`src/hw/rtl/fqr_pkg.sv`:
```
// ----------------------------------------------------------------------------
// fqr_pkg
// Shared types and constants for the FIFO queue with remove-by-id block.
// ----------------------------------------------------------------------------
package fqr_pkg;

    localparam int DEPTH   = 16;
    localparam int ID_BITS = 16;
    localparam int CNT_W   = $clog2(DEPTH + 1);
    localparam int IDX_W   = $clog2(DEPTH);

    localparam int ACTION_W = 2;
    localparam int PID_W    = 16;
    localparam int STATUS_W = 2;
    localparam int S_DATA_W = 24;   // action + process_id, padded to bytes
    localparam int M_DATA_W = 24;   // status + id_out + now_empty, padded

    typedef enum logic [ACTION_W-1:0] {
        ACT_ENQUEUE = 2'd0,
        ACT_DEQUEUE = 2'd1,
        ACT_REMOVE  = 2'd2
    } action_t;

    typedef enum logic [STATUS_W-1:0] {
        STS_OK        = 2'd0,
        STS_EMPTY     = 2'd1,
        STS_NOT_FOUND = 2'd2,
        STS_FULL      = 2'd3
    } status_t;

    typedef enum logic {
        CTRL_IDLE,
        CTRL_EXEC
    } ctrl_state_t;

    // Commands from the controller to the datapath.
    typedef struct packed {
        logic capture;   // latch the accepted input item
        logic execute;   // apply the action and load the result register
    } dp_cmd_t;

endpackage

```
`src/hw/rtl/fqr_ctrl.sv`:
```
// ----------------------------------------------------------------------------
// fqr_ctrl
// Handshake controller: accepts an item, schedules its execution and owns
// the valid flag of the result register.
// ----------------------------------------------------------------------------
module fqr_ctrl (
    input  logic             aclk,
    input  logic             aresetn,
    input  logic             s_tvalid,
    output logic             s_tready,
    output logic             m_tvalid,
    input  logic             m_tready,
    output fqr_pkg::dp_cmd_t cmd
);
    import fqr_pkg::*;

    ctrl_state_t state_reg, state_next;
    logic        out_valid_reg, out_valid_next;
    logic        out_free;

    // The result register can take a new result when empty or being drained.
    assign out_free = !out_valid_reg || m_tready;

    always_comb begin
        state_next = state_reg;
        unique case (state_reg)
            CTRL_IDLE: begin
                if (s_tvalid) begin
                    state_next = CTRL_EXEC;
                end
            end
            CTRL_EXEC: begin
                if (out_free) begin
                    state_next = CTRL_IDLE;
                end
            end
            default: state_next = CTRL_IDLE;
        endcase
    end

    always_comb begin
        s_tready    = 1'b0;
        cmd.capture = 1'b0;
        cmd.execute = 1'b0;
        unique case (state_reg)
            CTRL_IDLE: begin
                s_tready    = 1'b1;
                cmd.capture = s_tvalid;
            end
            CTRL_EXEC: begin
                cmd.execute = out_free;
            end
            default: begin
                s_tready = 1'b0;
            end
        endcase
    end

    always_comb begin
        out_valid_next = out_valid_reg;
        if (cmd.execute) begin
            out_valid_next = 1'b1;
        end else if (m_tready) begin
            out_valid_next = 1'b0;
        end
    end

    assign m_tvalid = out_valid_reg;

    always_ff @(posedge aclk) begin
        if (!aresetn) begin
            state_reg     <= CTRL_IDLE;
            out_valid_reg <= 1'b0;
        end else begin
            state_reg     <= state_next;
            out_valid_reg <= out_valid_next;
        end
    end

endmodule

```
`src/hw/rtl/fqr_datapath.sv`:
```
// ----------------------------------------------------------------------------
// fqr_datapath
// Shift-register queue: parallel match, gap-closing shift and the result
// register.
// ----------------------------------------------------------------------------
module fqr_datapath (
    input  logic                          aclk,
    input  logic                          aresetn,
    input  fqr_pkg::dp_cmd_t              cmd,
    input  logic [fqr_pkg::ACTION_W-1:0]  in_action,
    input  logic [fqr_pkg::PID_W-1:0]     in_pid,
    output logic [fqr_pkg::STATUS_W-1:0]  out_status,
    output logic [fqr_pkg::PID_W-1:0]     out_id,
    output logic                          out_now_empty
);
    import fqr_pkg::*;

    logic [ACTION_W-1:0] action_reg;
    logic [ID_BITS-1:0]  pid_reg;

    logic [ID_BITS-1:0]  entry_reg  [DEPTH];
    logic [ID_BITS-1:0]  entry_next [DEPTH];
    logic [CNT_W-1:0]    count_reg, count_next;

    logic [DEPTH-1:0]    match;
    logic [DEPTH-1:0]    shift_from;   // slot takes its right neighbor
    logic                found;
    logic                write_tail;

    logic [STATUS_W-1:0] status_reg, status_next;
    logic [PID_W-1:0]    id_reg, id_next;
    logic                empty_reg;

    // Compare every occupied slot against the requested id.
    always_comb begin
        for (int i = 0; i < DEPTH; i++) begin
            match[i] = (CNT_W'(i) < count_reg) && (entry_reg[i] == pid_reg);
        end
    end

    assign found = |match;

    always_comb begin
        count_next  = count_reg;
        status_next = STS_OK;
        id_next     = '0;
        shift_from  = '0;
        write_tail  = 1'b0;
        case (action_reg)
            ACT_ENQUEUE: begin
                if (count_reg >= CNT_W'(DEPTH)) begin
                    status_next = STS_FULL;
                end else begin
                    write_tail = 1'b1;
                    count_next = count_reg + 1'b1;
                end
            end
            ACT_DEQUEUE: begin
                if (count_reg == '0) begin
                    status_next = STS_EMPTY;
                end else begin
                    id_next    = PID_W'(entry_reg[0]);
                    shift_from = '1;
                    count_next = count_reg - 1'b1;
                end
            end
            ACT_REMOVE: begin
                if (!found) begin
                    status_next = STS_NOT_FOUND;
                end else begin
                    // Shift every slot at or after the first match.
                    shift_from[0] = match[0];
                    for (int i = 1; i < DEPTH; i++) begin
                        shift_from[i] = shift_from[i-1] | match[i];
                    end
                    count_next = count_reg - 1'b1;
                end
            end
            default: begin
                status_next = STS_OK;
            end
        endcase
    end

    always_comb begin
        for (int i = 0; i < DEPTH; i++) begin
            entry_next[i] = entry_reg[i];
            if (shift_from[i] && (i + 1 < DEPTH)) begin
                entry_next[i] = entry_reg[(i + 1) % DEPTH];
            end
            if (write_tail && (count_reg[IDX_W-1:0] == IDX_W'(i))) begin
                entry_next[i] = pid_reg;
            end
        end
    end

    always_ff @(posedge aclk) begin
        if (cmd.capture) begin
            action_reg <= in_action;
            pid_reg    <= in_pid[ID_BITS-1:0];
        end
        if (cmd.execute) begin
            for (int i = 0; i < DEPTH; i++) begin
                entry_reg[i] <= entry_next[i];
            end
            status_reg <= status_next;
            id_reg     <= id_next;
            empty_reg  <= (count_next == '0);
        end
    end

    always_ff @(posedge aclk) begin
        if (!aresetn) begin
            count_reg <= '0;
        end else if (cmd.execute) begin
            count_reg <= count_next;
        end
    end

    assign out_status    = status_reg;
    assign out_id        = id_reg;
    assign out_now_empty = empty_reg;

endmodule

```
`src/hw/rtl/fifo_queue_with_remove_by_id_core.sv`:
```
// ----------------------------------------------------------------------------
// fifo_queue_with_remove_by_id_core
// Bounded FIFO of process ids with enqueue, dequeue and remove-by-id.
// ----------------------------------------------------------------------------
// Usage:
//   The slave stream carries one request per transfer: an action (enqueue,
//   dequeue or remove by id) and a process id. The master stream returns one
//   result per request: a status code, the dequeued id (zero unless a
//   dequeue succeeded) and a flag telling whether the queue is empty after
//   the action. Results come back in request order.
//   A request is captured when it is accepted and executed once the result
//   register is free; its result is then presented on the master side.
//   A new request is not accepted before the previous one has executed, as
//   set by the capture/execute sequence of the controller; the match over
//   all DEPTH slots and the gap-closing shift are applied in the execute step.
//   A new request is accepted while the previous result still waits in the
//   output register; if the receiver stalls, the controller holds in its
//   execute state until that register is drained, and s_tready stays low.
//   Reset (aresetn low, synchronous) empties the queue and drops any
//   pending result; slot contents are not cleared and are never read
//   before they are written.
// ----------------------------------------------------------------------------
module fifo_queue_with_remove_by_id_core (
    input  logic                           aclk,
    input  logic                           aresetn,
    // Request stream
    input  logic                           s_tvalid,
    output logic                           s_tready,
    input  logic [fqr_pkg::S_DATA_W-1:0]   s_tdata,   // [1:0] action, [17:2] process_id
    // Result stream
    output logic                           m_tvalid,
    input  logic                           m_tready,
    output logic [fqr_pkg::M_DATA_W-1:0]   m_tdata    // [1:0] status, [17:2] id_out,
                                                      // [18] now_empty
);
    import fqr_pkg::*;

    dp_cmd_t             cmd;
    logic [STATUS_W-1:0] res_status;
    logic [PID_W-1:0]    res_id;
    logic                res_empty;

    // Sequence each transfer: capture, then execute once the output is free.
    fqr_ctrl u_ctrl (
        .aclk     (aclk),
        .aresetn  (aresetn),
        .s_tvalid (s_tvalid),
        .s_tready (s_tready),
        .m_tvalid (m_tvalid),
        .m_tready (m_tready),
        .cmd      (cmd)
    );

    // Queue storage, match/shift logic and result register.
    fqr_datapath u_datapath (
        .aclk          (aclk),
        .aresetn       (aresetn),
        .cmd           (cmd),
        .in_action     (s_tdata[ACTION_W-1:0]),
        .in_pid        (s_tdata[ACTION_W+PID_W-1:ACTION_W]),
        .out_status    (res_status),
        .out_id        (res_id),
        .out_now_empty (res_empty)
    );

    // Pack result fields from the lowest bit up, pad to whole bytes.
    assign m_tdata = {{(M_DATA_W - STATUS_W - PID_W - 1){1'b0}},
                      res_empty, res_id, res_status};

endmodule

```
`config.mk`:
```
export PLATFORM = sky130hd
export DESIGN_NAME = fifo_queue_with_remove_by_id_core
export DESIGN_NICKNAME = d
export VERILOG_FILES = /design/src/hw/rtl/fqr_pkg.sv /design/src/hw/rtl/fqr_ctrl.sv /design/src/hw/rtl/fqr_datapath.sv /design/src/hw/rtl/fifo_queue_with_remove_by_id_core.sv
export SDC_FILE = /design/constraint.sdc
export NUM_CORES = 1
export LEC_CHECK = 0
export BUFFER_PORTS_ARGS = -buffer_cell sky130_fd_sc_hd__buf_2
export CORE_MARGIN = 3
export CORE_UTILIZATION = 40
export DETAILED_ROUTE_END_ITERATION = 8
export PLACE_DENSITY_LB_ADDON = 0.1
export SYNTH_ARGS = -nofsm -noshare
export SYNTH_HDL_FRONTEND = slang
export SYNTH_SLANG_ARGS = --single-unit
```
`constraint.sdc`:
```
create_clock -name aclk -period 8.2 [get_ports aclk]
set_clock_uncertainty 0.1 [all_clocks]
set_input_delay 1.64 -clock aclk [delete_from_list [all_inputs] [get_ports aclk]]
set_output_delay 1.64 -clock aclk [all_outputs]
set_load 0.01 [all_outputs]
```
* Word level (Yosys, flattened, before mapping) *
Memories as Yosys holds them, arrays and structs flattened.
Index checks and enable logic that the tools add are counted.

word-level totals
  bits in registers = 44
  bits in writable memories = 256
  input bits = 28
  output and inout port bits = 26
  logic and storage cells = 172
  memories kept = 1

cells by class
  add/subtract/negate cells = 2
  $lt $le $gt $ge = 17
  eq/ne operators = 33
  mux-type cells = 54
  bitwise operators = 16
  reduce and logical (&&, ||, !) cells = 41

memories
  name                  depth  width  rd ports  clocked after memory_dff  write ports  RTL line            text
  u_datapath.entry_reg  16     16     16        0                         16           fqr_datapath.sv:21  logic [ID_BITS-1:0] entry_reg [DEPTH];

operators with widths
  operator                                                   count
  two-way mux 16 bit                                         31
  == test 16 bit                                             16
  less-than comparator 4 x 5 -> 1 bit, first input constant  8
  == test 4 bit, second input constant                       8
  logical AND 1 bit                                          32
  two-way mux 15 bit                                         2
  case mux 15 bit (2 select lines)                           1
  less-than comparator 3 x 5 -> 1 bit, first input constant  4
  == test 4 x 3 -> 1 bit, second input constant              4
  OR reduction 16 bit                                        1
  two-way mux 5 bit                                          3
  case mux 5 bit (3 select lines)                            1
  OR 1 bit                                                   14
  two-way mux 1 bit                                          12
  zero test 5 bit                                            2
  less-than comparator 1 x 5 -> 1 bit, first input constant  2
  less-than comparator 2 x 5 -> 1 bit, first input constant  2
  == test 4 x 2 -> 1 bit, second input constant              2
  case mux 2 bit (3 select lines)                            1
  adder 5 x 1 -> 5 bit, second input constant                1
  greater-or-equal comparator 5 bit, second input constant   1
  subtractor 5 x 1 -> 5 bit, second input constant           1
  == test 4 x 1 -> 1 bit, second input constant              1
  zero test 4 bit                                            1
  other kinds (10)                                           12

* Longest topological paths before layout *
An unclocked memory read counts as a cell.

  depth in word-level cells = 21
  gate-level depth with buffers = 12

* Modules after synthesis *
Synthesis repeated with hierarchy kept, for this count alone.

second synthesis, totals
  cells, all modules = 1324
  area total of the unflattened synthesis = 17389.2 um^2

modules (own cells, without submodules)
  module                             instances  cells each  area an instance (um^2)  seq. area each (um^2)
  fqr_datapath                       1          1307        17230.3                  8898.5
  fqr_ctrl                           1          10          110.1                    40.0
  fifo_queue_with_remove_by_id_core  1          7           48.8                     0.0

* Worst setup path after synthesis *
No wires, ideal clock.

  kind = input port to flip-flop
  start = in m_tready
  end = mem u_datapath.entry_reg[12][0], in the netlist u_datapath.entry_reg[6][0], enable pin
  arrival time = 3604 ps
  data required time = 7705 ps
  path slack = 4101 ps
  cell stages on the path = 6
  cell sequence = nand2b_1 nand2_1 inv_1 clkbuf_1 nand2_1 o22ai_1

RTL lines
  what         RTL line                                 text
  from (decl)  fifo_queue_with_remove_by_id_core.sv:32  input logic m_tready,
  to (decl)    fqr_datapath.sv:21

==> reports/results.ini <==
[critical_path]
cp-startpoint=u_datapath.pid_reg[10]
crit_end=u_datapath.entry_reg[5][9]
cpMostUsedCell=nand2_1
reg2reg_depth=10
slowest_stage=edfxtp_1
crit_type=reg -> reg
rrSetupSlack_ns=3.60
critPathLaunchType=register
cpPeakStageDelay_ns=0.83
crit-reg2reg-launch=u_datapath.pid_reg[10]
crit_path_end_kind=register
cp_data_required_time_ns=8.26
critPathMaxFanout=20
path_cells=buf_4 > xnor2_1 > nand2_1 > or4bb_1 > o22ai_1 > nand4bb_1 > nor4_4 > nor2_1 > nand2_1 > a31oi_2
crit_arrival_ns=4.65
r2r_end=u_datapath.entry_reg[5][9]

[floorplan]
initial_core_util=0.4108
die_w_um=212.2
pin_count=54
dieArea_um2=45010
core-area_um2=41390
rows=74
die_h_um=212.2

[detailed_routing]
vias=10400
wl_mm=43.59
drt_iter0_markers=686
firstDrtPassIters=5
wl_per_cell_um=23.20
routed_via_density=5.534
ant_nets=0
drcViolationCount=0

[timing]
setup_total_negative_slack_ns=0
max_freq_ghz=0.2174
slew-limit-headroom=0.3278
rsz0062_at_grt=false
whs_ns=0.4087
period_minus_slack_ns=4.600
worstMarginPinSlew_ns=1.005
hold_violations=0
slew_viol_final=0
fin_crit_sh=0.5609
setup_violations=0

[clock_network]
cts_buffers=36
path_clk_slew_ns=0.06
clockBufferDepth=3
clkSinkCount=300
clk_latency_ns=0.54
cts.root.buffer_cell=clkbuf_16
hold_buffers=0
h-tree-depth=2
cts_tree=built
cts_resized=0
cts_setup_buffers=0

[synth]
synth-async-reset-ratio=0
synth_warnings=0
netlist_area_um2=17000
synth_area_per_cell_um2=12.96
netlist_instances=1312
yosysSeqAreaShare=0.5258
synth_ff_type=edfxtp_1
synth_edf_count=293
ys_seq_elements=300
yosysUniqueCellTypes=70

[global_routing]
antenna_found_initial=0
grt_pass1_wl_mm=66.16
overflow=0
track_usage=0.1936
grt_pass1_vias=10800
grt_max_degree=33

[final_layout]
design_area_um2=18660
nFillCells=3739
syn_to_final_growth_pct=9.729
nets=1356
final_cell_mix=edfxtp_1 (293), mux2_2 (240), xnor2_1 (170), xor2_1 (86), nand4_1 (65)
final_common_cell=edfxtp_1
largest_reg_flops=256
n_antenna_cell=0
drive_gt1_frac=0.2858
post-route-util=0.4508

[placement]
place_area_um2=17500
portBuffers=42
gp_congestion=0.8306
dp_hpwl_mm=29.83

[hold_path]
holdCritPathClass=reg -> reg

[power_and_ir_drop]
power_density_nw_per_um2=195.4
leakagePower_nw=6.093
power_mw=3.646
ir_drop_uv=138.4

[status]
status=completed

[job]
maxCapViolations=0

[cells by family (layout without fill, tap and decap cells)]
family	after synthesis	count (layout)	synth area share
flops	300	300	0.5258
mux	241	241	0.1596
simple gates	309	309	0.1049
fa+ha+maj	9	9	0.006624
buf+inv	116	147	0.03967
compound gates	80	80	0.03143
xor+xnor	256	256	0.1319
other cells	1	5	0.0002206
[worst min path at each step]
stage	startpoint	end	slack, ns	cells past startpoint
3_3_place_gp	u_ctrl.m_tvalid	u_ctrl.m_tvalid	0.39	2
6_report	u_ctrl.m_tvalid	u_ctrl.m_tvalid	0.41	2
4_1_cts	u_ctrl.m_tvalid	u_ctrl.m_tvalid	0.42	2
3_5_place_dp	u_ctrl.m_tvalid	u_ctrl.m_tvalid	0.40	2
5_1_grt	u_ctrl.m_tvalid	u_ctrl.m_tvalid	0.46	2
2_1_floorplan	u_datapath.pid_reg[1]	u_datapath.entry_reg[7][17]	0.32	0
[final cells by class]
type                       instances  area [µm²]  share of cell area
multi-input combinational        900        7425              0.3980
timing repair buffer              72       435.4             0.02334
sequential                       300        8939              0.4791
tap                              532       665.6             0.03568
clock buffer                      46       979.7             0.05252
inverter                           9       33.78            0.001811
clock inverter                    20       177.7            0.009524
[power by group]
group	switching [mW]	internal, mW	leakage [nW]
Combinational	0.221	0.118	2.80
Sequential	0.0261	1.70	2.72
Clock	0.637	0.942	0.573
[per-layer routing]
metal | vias up | part of all wire | GRT usage
met3 | 68 | 0.041 | 0.03232
met5 | - | 0 | 0
li1 | 4898 | - | -
met2 | 245 | 0.47 | 0.3140
met1 | 5187 | 0.47 | 0.2690
met4 | 0 | 0.023 | 0.05543
[Yosys cell counts, types with 5 or more instances]
library cell,number,area share
edfxtp_1,293,0.52
mux2_2,240,0.16
xnor2_1,170,0.088
xor2_1,86,0.044
nand4_1,65,0.024
nand2_1,53,0.012
clkbuf_1,47,0.010
nor2_1,38,0.0084
nor4_1,29,0.011
buf_2,23,0.0068
buf_4,23,0.010
a21oi_1,22,0.0065
and3_1,21,0.0077
nand3_1,21,0.0062
nor3_1,18,0.0053
o21ai_0,18,0.0053
buf_6,9,0.0060
ha_1,9,0.0066
inv_1,9,0.0020
and2_1,8,0.0029
a31oi_1,7,0.0026
dfxtp_1,7,0.0082
nand2b_1,6,0.0022
or3_1,6,0.0022
or4_1,6,0.0026
a21o_1,5,0.0022
buf_8,5,0.0044
[through the flow]
step	cells	setup slack, ns
2_1_floorplan	1316	4.101
3_3_place_gp	1813	3.663
3_5_place_dp	1813	3.606
4_1_cts	1879	3.581
5_1_grt	1879	3.325
6_report	1879	3.600
[worst max-delay path, delay by kind of cell, from the launching register on]
kind | cells | cell delay, ns
xor gates and xnor gates | 1 | 0.21
buffers and inverters | 1 | 0.46
AOI/OAI and AO/OA | 2 | 1.15
and+or+nand+nor | 6 | 1.44
DFF | 1 | 0.83
Power figures use the tool's default switching activity.
